$ cat config.mk
export PLATFORM = sky130hd
export DESIGN_NAME = min_hamming_motif_search_core_flat
export DESIGN_NICKNAME = d
export VERILOG_FILES = /design/src/rtl/core/mhms_pkg.sv /design/src/rtl/core/mhms_req_if.sv /design/src/rtl/core/mhms_rsp_if.sv /design/src/rtl/core/min_hamming_motif_search_core.sv /design/src/flat_wrapper.sv
export SDC_FILE = /design/constraint.sdc
export NUM_CORES = 1
export LEC_CHECK = 0
export BUFFER_PORTS_ARGS = -buffer_cell sky130_fd_sc_hd__buf_2
export CAP_MARGIN = 20
export CORE_MARGIN = 8
export CORE_UTILIZATION = 50
export DETAILED_ROUTE_END_ITERATION = 12
export PLACE_DENSITY = 0.72
export SYNTH_ARGS = -nofsm -noshare
export SYNTH_HDL_FRONTEND = slang
export SYNTH_SLANG_ARGS = --single-unit
$ cat constraint.sdc
create_clock -name clock -period 50.2 [get_ports clock]
set_input_delay 10.04 -clock clock [delete_from_list [all_inputs] [get_ports clock]]
set_output_delay 10.04 -clock clock [all_outputs]
set_load 0.01 [all_outputs]
$ cat src/rtl/core/mhms_pkg.sv
// ----------------------------------------------------------------------------
// mhms_pkg: shared types and constants for the minimum Hamming search core
// Field widths, reset values of the running state and both item types.
// ----------------------------------------------------------------------------
package mhms_pkg;

   localparam int unsigned WORD_W  = 64;
   localparam int unsigned DIST_W  = 7;
   localparam int unsigned TOTAL_W = 16;
   localparam int unsigned COUNT_W = 8;

   // running minimum restarts above any possible distance
   localparam logic [DIST_W-1:0]  MIN_RESET  = '1;
   localparam logic [TOTAL_W-1:0] TOTAL_MAX  = '1;
   localparam logic [TOTAL_W-1:0] TOTAL_ZERO = '0;

   // one request item as held in the input stage
   typedef struct packed {
      logic [WORD_W-1:0] query_word_a;
      logic [WORD_W-1:0] query_word_b;
      logic [WORD_W-1:0] cand_word_a;
      logic [WORD_W-1:0] cand_word_b;
      logic              gene_last;
      logic              query_last;
   } req_item_type;

   // one result item as held in the output register
   typedef struct packed {
      logic [DIST_W-1:0]  gene_min;
      logic [WORD_W-1:0]  best_word_a;
      logic [WORD_W-1:0]  best_word_b;
      logic [TOTAL_W-1:0] query_total;
      logic               query_done;
      logic [TOTAL_W-1:0] skip_count;
   } rsp_item_type;

endpackage

$ cat src/rtl/core/mhms_req_if.sv
// ----------------------------------------------------------------------------
// mhms_req_if: request channel of the minimum Hamming search core
// Valid/ready handshake carrying a query pair, a candidate pair and markers.
// ----------------------------------------------------------------------------
interface mhms_req_if;
   logic                          valid;
   logic                          ready;
   logic [mhms_pkg::WORD_W-1:0]   query_word_a;
   logic [mhms_pkg::WORD_W-1:0]   query_word_b;
   logic [mhms_pkg::WORD_W-1:0]   cand_word_a;
   logic [mhms_pkg::WORD_W-1:0]   cand_word_b;
   logic                          gene_last;
   logic                          query_last;

   modport source (
      output valid, query_word_a, query_word_b, cand_word_a, cand_word_b,
             gene_last, query_last,
      input  ready
   );

   modport sink (
      input  valid, query_word_a, query_word_b, cand_word_a, cand_word_b,
             gene_last, query_last,
      output ready
   );
endinterface

$ cat src/rtl/core/mhms_rsp_if.sv
// ----------------------------------------------------------------------------
// mhms_rsp_if: result channel of the minimum Hamming search core
// Valid/ready handshake carrying one per-gene result item.
// ----------------------------------------------------------------------------
interface mhms_rsp_if;
   logic                          valid;
   logic                          ready;
   logic [mhms_pkg::DIST_W-1:0]   gene_min;
   logic [mhms_pkg::WORD_W-1:0]   best_word_a;
   logic [mhms_pkg::WORD_W-1:0]   best_word_b;
   logic [mhms_pkg::TOTAL_W-1:0]  query_total;
   logic                          query_done;
   logic [mhms_pkg::TOTAL_W-1:0]  skip_count;

   modport source (
      output valid, gene_min, best_word_a, best_word_b, query_total,
             query_done, skip_count,
      input  ready
   );

   modport sink (
      input  valid, gene_min, best_word_a, best_word_b, query_total,
             query_done, skip_count,
      output ready
   );
endinterface

$ cat src/rtl/core/min_hamming_motif_search_core.sv
// ----------------------------------------------------------------------------
// min_hamming_motif_search_core: streaming minimum Hamming distance search
// Tracks the per-gene minimum distance and best candidate, per-query totals
// and the best query total, one request item per cycle unless a result stalls.
// ----------------------------------------------------------------------------
// Usage:
//   req (sink):   one item per candidate: query pair, candidate pair,
//                 gene_last on the last candidate of a gene, query_last
//                 together with gene_last on the last gene of a query.
//   rsp (source): one item per gene_last item: gene minimum, first best
//                 candidate, running query total, query_done, skip count.
//   Path: an accepted item is held in the input register, then its result
//   in the result register, which drives rsp.valid; an item with gene_last
//   can wait in the input stage while the result register is full.
//   Throughput: one item per cycle unless stalled as below; the 128-bit
//   popcount, the compare with the running minimum and the saturating total
//   add are combinational between the input stage and the result register.
//   Stall: while a result waits in the output register, items without
//   gene_last still flow; an item with gene_last waits in the input stage,
//   and req.ready drops only then.
//   Reset: clears both valid flags, restarts the gene minimum, zeroes the
//   query total and sets the best total to all ones.
// ----------------------------------------------------------------------------
module min_hamming_motif_search_core (
   input  logic        clock,
   input  logic        reset,
   mhms_req_if.sink    req,
   mhms_rsp_if.source  rsp
);

   // input stage
   logic                          stage_valid_ff;
   logic                          stage_valid_in;
   mhms_pkg::req_item_type        stage_item_ff;

   // running state
   logic [mhms_pkg::DIST_W-1:0]   running_min_ff,  running_min_in;
   logic [mhms_pkg::WORD_W-1:0]   held_word_a_ff,  held_word_a_in;
   logic [mhms_pkg::WORD_W-1:0]   held_word_b_ff,  held_word_b_in;
   logic [mhms_pkg::TOTAL_W-1:0]  total_sum_ff,    total_sum_in;
   logic [mhms_pkg::TOTAL_W-1:0]  best_total_ff,   best_total_in;

   // result register
   logic                          out_valid_ff, out_valid_in;
   mhms_pkg::rsp_item_type        out_item_ff,  out_item_in;

   logic                          out_free;
   logic                          stage_fire;
   logic                          req_fire;
   logic [mhms_pkg::COUNT_W-1:0]  count_sum;
   logic [mhms_pkg::DIST_W-1:0]   item_dist;
   logic                          hit;
   logic [mhms_pkg::DIST_W-1:0]   gene_min;
   logic [mhms_pkg::TOTAL_W:0]    sum_wide;
   logic [mhms_pkg::TOTAL_W-1:0]  sum_sat;

   // advance the staged item unless it carries a result and the output is full
   assign out_free   = !out_valid_ff || rsp.ready;
   assign stage_fire = stage_valid_ff && (!stage_item_ff.gene_last || out_free);
   assign req.ready  = !stage_valid_ff || stage_fire;
   assign req_fire   = req.valid && req.ready;

   // distance: halved popcount of both xor words
   always_comb begin
      count_sum = mhms_pkg::COUNT_W'($countones(stage_item_ff.query_word_a ^
                                                 stage_item_ff.cand_word_a))
                + mhms_pkg::COUNT_W'($countones(stage_item_ff.query_word_b ^
                                                 stage_item_ff.cand_word_b));
      item_dist = count_sum[mhms_pkg::COUNT_W-1:1];
      hit       = item_dist < running_min_ff;
      gene_min  = hit ? item_dist : running_min_ff;
      sum_wide  = {1'b0, total_sum_ff} + {{(mhms_pkg::TOTAL_W+1-mhms_pkg::DIST_W){1'b0}},
                                          gene_min};
      sum_sat   = sum_wide[mhms_pkg::TOTAL_W] ? mhms_pkg::TOTAL_MAX
                                              : sum_wide[mhms_pkg::TOTAL_W-1:0];
   end

   // update running state and build the result item
   always_comb begin
      stage_valid_in = stage_valid_ff;
      if (req_fire) begin
         stage_valid_in = 1'b1;
      end else if (stage_fire) begin
         stage_valid_in = 1'b0;
      end

      running_min_in = running_min_ff;
      held_word_a_in = held_word_a_ff;
      held_word_b_in = held_word_b_ff;
      total_sum_in   = total_sum_ff;
      best_total_in  = best_total_ff;
      out_item_in    = out_item_ff;
      out_valid_in   = out_valid_ff && !rsp.ready;

      if (stage_fire) begin
         if (hit) begin
            running_min_in = item_dist;
            held_word_a_in = stage_item_ff.cand_word_a;
            held_word_b_in = stage_item_ff.cand_word_b;
         end
         if (stage_item_ff.gene_last) begin
            out_valid_in            = 1'b1;
            out_item_in.gene_min    = gene_min;
            out_item_in.best_word_a = hit ? stage_item_ff.cand_word_a : held_word_a_ff;
            out_item_in.best_word_b = hit ? stage_item_ff.cand_word_b : held_word_b_ff;
            out_item_in.query_total = sum_sat;
            out_item_in.query_done  = stage_item_ff.query_last;
            out_item_in.skip_count  = mhms_pkg::TOTAL_ZERO;
            running_min_in          = mhms_pkg::MIN_RESET;
            total_sum_in            = sum_sat;
            if (stage_item_ff.query_last) begin
               total_sum_in = mhms_pkg::TOTAL_ZERO;
               if (sum_sat < best_total_ff) begin
                  best_total_in = sum_sat;
               end else begin
                  out_item_in.skip_count = sum_sat - best_total_ff;
               end
            end
         end
      end
   end

   // control registers
   always_ff @(posedge clock) begin
      if (reset) begin
         stage_valid_ff <= 1'b0;
         out_valid_ff   <= 1'b0;
         running_min_ff <= mhms_pkg::MIN_RESET;
         total_sum_ff   <= mhms_pkg::TOTAL_ZERO;
         best_total_ff  <= mhms_pkg::TOTAL_MAX;
      end else begin
         stage_valid_ff <= stage_valid_in;
         out_valid_ff   <= out_valid_in;
         running_min_ff <= running_min_in;
         total_sum_ff   <= total_sum_in;
         best_total_ff  <= best_total_in;
      end
   end

   // payload registers
   always_ff @(posedge clock) begin
      if (req_fire) begin
         stage_item_ff.query_word_a <= req.query_word_a;
         stage_item_ff.query_word_b <= req.query_word_b;
         stage_item_ff.cand_word_a  <= req.cand_word_a;
         stage_item_ff.cand_word_b  <= req.cand_word_b;
         stage_item_ff.gene_last    <= req.gene_last;
         stage_item_ff.query_last   <= req.query_last;
      end
      held_word_a_ff <= held_word_a_in;
      held_word_b_ff <= held_word_b_in;
      out_item_ff    <= out_item_in;
   end

   // drive the result channel
   assign rsp.valid       = out_valid_ff;
   assign rsp.gene_min    = out_item_ff.gene_min;
   assign rsp.best_word_a = out_item_ff.best_word_a;
   assign rsp.best_word_b = out_item_ff.best_word_b;
   assign rsp.query_total = out_item_ff.query_total;
   assign rsp.query_done  = out_item_ff.query_done;
   assign rsp.skip_count  = out_item_ff.skip_count;

endmodule

$ cat src/flat_wrapper.sv
// flat-port wrapper written by rule: the top's interface ports become plain ports
module min_hamming_motif_search_core_flat 
  (clock, reset, req_valid, req_query_word_a, req_query_word_b, req_cand_word_a, req_cand_word_b, req_gene_last, req_query_last, req_ready, rsp_valid, rsp_gene_min, rsp_best_word_a, rsp_best_word_b, rsp_query_total, rsp_query_done, rsp_skip_count, rsp_ready);
  mhms_req_if req_i ();
  mhms_rsp_if rsp_i ();
  input  logic clock;
  input  logic reset;
  input wire logic [$bits(req_i.valid)-1:0] req_valid;
  input wire logic [$bits(req_i.query_word_a)-1:0] req_query_word_a;
  input wire logic [$bits(req_i.query_word_b)-1:0] req_query_word_b;
  input wire logic [$bits(req_i.cand_word_a)-1:0] req_cand_word_a;
  input wire logic [$bits(req_i.cand_word_b)-1:0] req_cand_word_b;
  input wire logic [$bits(req_i.gene_last)-1:0] req_gene_last;
  input wire logic [$bits(req_i.query_last)-1:0] req_query_last;
  output wire logic [$bits(req_i.ready)-1:0] req_ready;
  output wire logic [$bits(rsp_i.valid)-1:0] rsp_valid;
  output wire logic [$bits(rsp_i.gene_min)-1:0] rsp_gene_min;
  output wire logic [$bits(rsp_i.best_word_a)-1:0] rsp_best_word_a;
  output wire logic [$bits(rsp_i.best_word_b)-1:0] rsp_best_word_b;
  output wire logic [$bits(rsp_i.query_total)-1:0] rsp_query_total;
  output wire logic [$bits(rsp_i.query_done)-1:0] rsp_query_done;
  output wire logic [$bits(rsp_i.skip_count)-1:0] rsp_skip_count;
  input wire logic [$bits(rsp_i.ready)-1:0] rsp_ready;
  assign req_i.valid = req_valid;
  assign req_i.query_word_a = req_query_word_a;
  assign req_i.query_word_b = req_query_word_b;
  assign req_i.cand_word_a = req_cand_word_a;
  assign req_i.cand_word_b = req_cand_word_b;
  assign req_i.gene_last = req_gene_last;
  assign req_i.query_last = req_query_last;
  assign req_ready = req_i.ready;
  assign rsp_valid = rsp_i.valid;
  assign rsp_gene_min = rsp_i.gene_min;
  assign rsp_best_word_a = rsp_i.best_word_a;
  assign rsp_best_word_b = rsp_i.best_word_b;
  assign rsp_query_total = rsp_i.query_total;
  assign rsp_query_done = rsp_i.query_done;
  assign rsp_skip_count = rsp_i.skip_count;
  assign rsp_i.ready = rsp_ready;
  min_hamming_motif_search_core u_core (.clock(clock), .reset(reset), .req(req_i), .rsp(rsp_i));
endmodule
After elaboration in Yosys (flattened, before gate mapping)
Cells that the tools add are included.

storage, ports and cells
  bits in registers = 595
  input bits = 262
  output and inout port bits = 170
  logic and storage cells = 177

cells by class
  $add $sub $neg = 129
  magnitude comparators = 2
  multiplexer cells = 10
  bitwise logic cells = 3
  reductions and logical operators = 14

operators by type and width
  operator                     number
  adder 8 bit                  63
  adder 1 x 1 -> 2 bit         64
  2-to-1 mux 64 bit            2
  bitwise XOR 64 bit           2
  2-to-1 mux 16 bit            2
  adder 16 x 7 -> 17 bit       1
  less-than comparator 16 bit  1
  subtractor 16 bit            1
  2-to-1 mux 7 bit             2
  less-than comparator 7 bit   1
  zero test 1 bit              4
  2-to-1 mux 1 bit             4
  AND reduction 4 bit          1
  logical AND 1 bit            3
  logical OR 1 bit             3
  AND reduction 2 bit          1
  nonzero test 2 bit           1
  OR reduction 2 bit           1
  inverter 1 bit               1

Depth between registers and ports, before layout
  depth in word-level cells = 14
  gate-level depth with buffers = 52
  gate-level depth less buffers = 49

Least setup slack after synthesis
OpenSTA, ideal clock, no wires.

  path kind = input to register
  start point = input rsp_ready
  end point = register u_core.stage_item_ff[0] in the netlist's numbering (enable)
  setup time = 1.030 ns
  arrival time = 22.888 ns
  required time = 49.170 ns
  slack = 26.282 ns
  stages = 2
  buffers on the path = 0
  cell sequence = nor2b_1 a31oi_1

between the ends
  word-level cells in the longest chain between the ends = 5

ends and longest elaborated chain
  element              line                                 RTL
  start, declared      flat_wrapper.sv:23                   input wire logic [$bits(rsp_i.ready)-1:0] rsp_ready;
  logical OR 1 bit     min_hamming_motif_search_core.sv:58  assign out_free = !out_valid_ff || rsp.ready;
  logical OR 1 bit     min_hamming_motif_search_core.sv:59  assign stage_fire = stage_valid_ff && (!stage_item_ff.gene_last || out_free);
  logical AND 1 bit    min_hamming_motif_search_core.sv:59
  logical OR 1 bit     min_hamming_motif_search_core.sv:60  assign req.ready = !stage_valid_ff || stage_fire;
  logical AND 1 bit    min_hamming_motif_search_core.sv:61  assign req_fire = req.valid && req.ready;
  net u_core.req_fire  min_hamming_motif_search_core.sv:49  logic req_fire;
  end, declared        min_hamming_motif_search_core.sv:34  mhms_pkg::req_item_type stage_item_ff;

The timed path passes the listed nets, and every way through them passes these cells.
A chain may end at the register's enable or synchronous reset.

Worst setup path in the final report
  start point = input rsp_ready
  end point = output req_ready

between the ends
  word-level cells in the longest chain between the ends = 4

ends and longest elaborated chain
  element            line                                 RTL
  logical OR 1 bit   min_hamming_motif_search_core.sv:58
  logical OR 1 bit   min_hamming_motif_search_core.sv:59
  logical AND 1 bit  min_hamming_motif_search_core.sv:59
  logical OR 1 bit   min_hamming_motif_search_core.sv:60
  end, declared      flat_wrapper.sv:15                   output wire logic [$bits(req_i.ready)-1:0] req_ready;

Every way passes these cells.

==> flow_summary.ini <==
[clock_network]
post_cts_resized = 0
clk_latency_ps = 620
root_buffer = clkbuf_16
cts_hold_buf = 0
clkSlewWorstSetupHoldPaths_ps = 60
cts_sinks = 595
cts_setup_buffers = 0
clockBufferDepth = 3
cts_tree = yes
cts_buffers = 61
cts_max_level = 2

[synthesis]
synth-seq-cells = 595
synth_top_area_share = 0.613
synthArstFlopShare = 0
synth_edf_count = 554
syn-num-nets = 2185
ys_types = 63
synth.largest_area_cell = edfxtp_1
syn_inst = 1680
syn_area_per_cell_um2 = 16.1
yosysSeqAreaShare = 0.644
synthesis.area_um2 = 27100
synth_ff_type = edfxtp_1
ys_warn_count = 0
netlist_top_cells_area = edfxtp_1 (61%), fa_1 (9.7%), ha_1 (5.1%), xor2_1 (4.5%), inv_1 (3.2%)

[critical_path]
arrival_ps = 10850
setup.worst_path.start_class = input port
cp-end-kind = output pin
cp_slowest_cell = nor2b_1
r2r-start = u_core.stage_item_ff[64]
path_cells = buf_2, nor2b_1, nand3_1, buf_2
reg2reg_depth = 40
slowest_delay_ps = 380
required_ps = 40160
crit_fanout = 3
worst-path-buf-inv = 2
crit_top_cell = buf_2
crit_family = simple AND/OR/NAND/NOR gates
rr_endpoint = u_core.best_total_ff[9]
rrSetupSlack_ps = 36590
critical_path_class = in -> out

[status]
status = complete, no violations

[job]
maxCapViolCount = 0

[global_routing]
grt.total_usage = 0.195
grt_pass1_wl_mm = 93.8
antenna_found_initial = 11
grt_pass1_vias = 16400
gr-total-overflow = 0
grt_max_degree = 178

[layout]
final_cell_mix = edfxtp_1 (554), buf_2 (431), inv_1 (230)
final_common_cell = edfxtp_1
multi_input_area_um2 = 8670
finalNetCount = 2663
layoutNonFillerInstCount = 2911
drive_gt1_frac = 0.280
area_growth_syn_to_layout_pct = 18.7
seq_area_um2 = 17500
fillers = 4074

[drt]
first_pass_iters = 5
ant_nets = 0
wl_mm = 61.6
wire_per_inst_um = 21.2
drc = 0
vias = 14900
dr.first_iter.drc_count = 835
via_per_inst = 5.13

[sta]
fin_crit_sh = 0.416
tightest_slew_ps = 1450
finClkSkew_ps = 15.6
setup_viol = 0
rsz0062_at_grt = no
relSlewSlack = 0.0328
finalMaxSlewViolations = 0
finalSetupTns_ps = 0
hold_viol_final = 0
min_period_ps = 20890
fmax_mhz = 47.9

[placed_design]
portBuffers = 431
gp_congestion = 0.839
dp_cells = 2790
hpwl_mm = 45.4

[floorplan]
coreArea_um2 = 53700
std_cell_rows = 85
io_pins = 432
fp.dieW_um = 249
start_util = 0.505
die_h_um = 249
dieArea_um2 = 62000

[worst_hold_path]
hold_depth = 2
hold_path_end = u_core.total_sum_ff[0]
hp-class = reg -> reg
worstHoldStart = u_core.total_sum_ff[0]
[metal layers]
metal  routed length (µm)  up-vias  GRT usage
met1                24200     7479      0.236
met2                32200      439      0.351
met4                 1460        6     0.0548
li1                     -     6924          -
met3                 3690       99     0.0417
met5                   37        -          0
[cell usage after synthesis, types with 10 or more instances]
master and instances:
a21o_1 12, mux2i_1 12, nand2_1 40, a21oi_1 24
ha_1 111, o211ai_1 11, mux2_2 65, nor3_1 11
o21ai_0 36, edfxtp_1 554, dfxtp_1 41, buf_2 10
mux2_1 67, xor2_1 140, fa_1 132, nor2_1 45
buf_4 10, inv_1 231
[logic make-up after synthesis]
group / Yosys count / synth area share
DFF: 595 / 0.644
buffers and inverters: 260 / 0.0381
adders and majority gates: 243 / 0.149
AOI/OAI and AO/OA: 154 / 0.0394
xor gates and xnor gates: 148 / 0.0478
muxes: 144 / 0.0592
and+or+nand+nor: 136 / 0.0232
[worst max path at each step]
stage,end,startpoint,cells after the start,slack (ps)
global route,req_ready,rsp_ready,4,29230
detailed placement,req_ready,rsp_ready,4,29300
CTS,req_ready,rsp_ready,4,29300
floorplan,u_core.stage_item_ff[0],rsp_ready,2,26280
global placement,req_ready,rsp_ready,4,29320
finish,req_ready,rsp_ready,4,29310
[registers in the layout, indices dropped and copies added (netlist names)]
register / flops
u_core.total_sum_ff: 16
u_core.rsp.query_total: 16
u_core.rsp.skip_count: 16
u_core.rsp.query_done: 1
u_core.best_total_ff: 16
u_core.rsp.valid: 1
u_core.stage_valid_ff: 1
u_core.held_word_b_ff: 64
u_core.rsp.best_word_a: 64
u_core.held_word_a_ff: 64
u_core.stage_item_ff: 258
u_core.rsp.gene_min: 7
u_core.running_min_ff: 7
u_core.rsp.best_word_b: 64
[layout make-up]
| class | count | share of cell area |
|---|---|---|
| antenna | 7 | 0.000544 |
| clock buffer | 72 | 0.0500 |
| clock inverter | 41 | 0.0129 |
| inverter | 231 | 0.0271 |
| multi-input combinational | 825 | 0.269 |
| sequential | 595 | 0.542 |
| tap | 696 | 0.0271 |
| timing repair buffer | 444 | 0.0706 |
[worst reg2reg max path, delay by kind of cell (launching register included)]
| family | cells | cell delay, ps |
|---|---|---|
| simple gates | 3 | 460 |
| flops | 1 | 400 |
| compound gates | 12 | 3810 |
| buf+inv | 8 | 1510 |
| fa+ha+maj | 15 | 6570 |
| xor+xnor | 1 | 360 |
| mux | 1 | 400 |
[metrics by stage]
| stage | instance area, µm² | util | worst slack (ps) | hold WS (ps) |
|---|---|---|---|---|
| after global routing | 32200 | 0.599 | 29230 | 522 |
| after global placement | 30100 | 0.561 | 29320 | 463 |
| final | 32200 | 0.599 | 29310 | 490 |
| after CTS | 32200 | 0.599 | 29300 | 493 |
| after detailed placement | 30100 | 0.561 | 29300 | 473 |
| after floorplan | 27100 | - | 26280 | 424 |
Power is not shown: default switching activity piles up to over one toggle a cycle in this logic, so the estimate is an artifact.
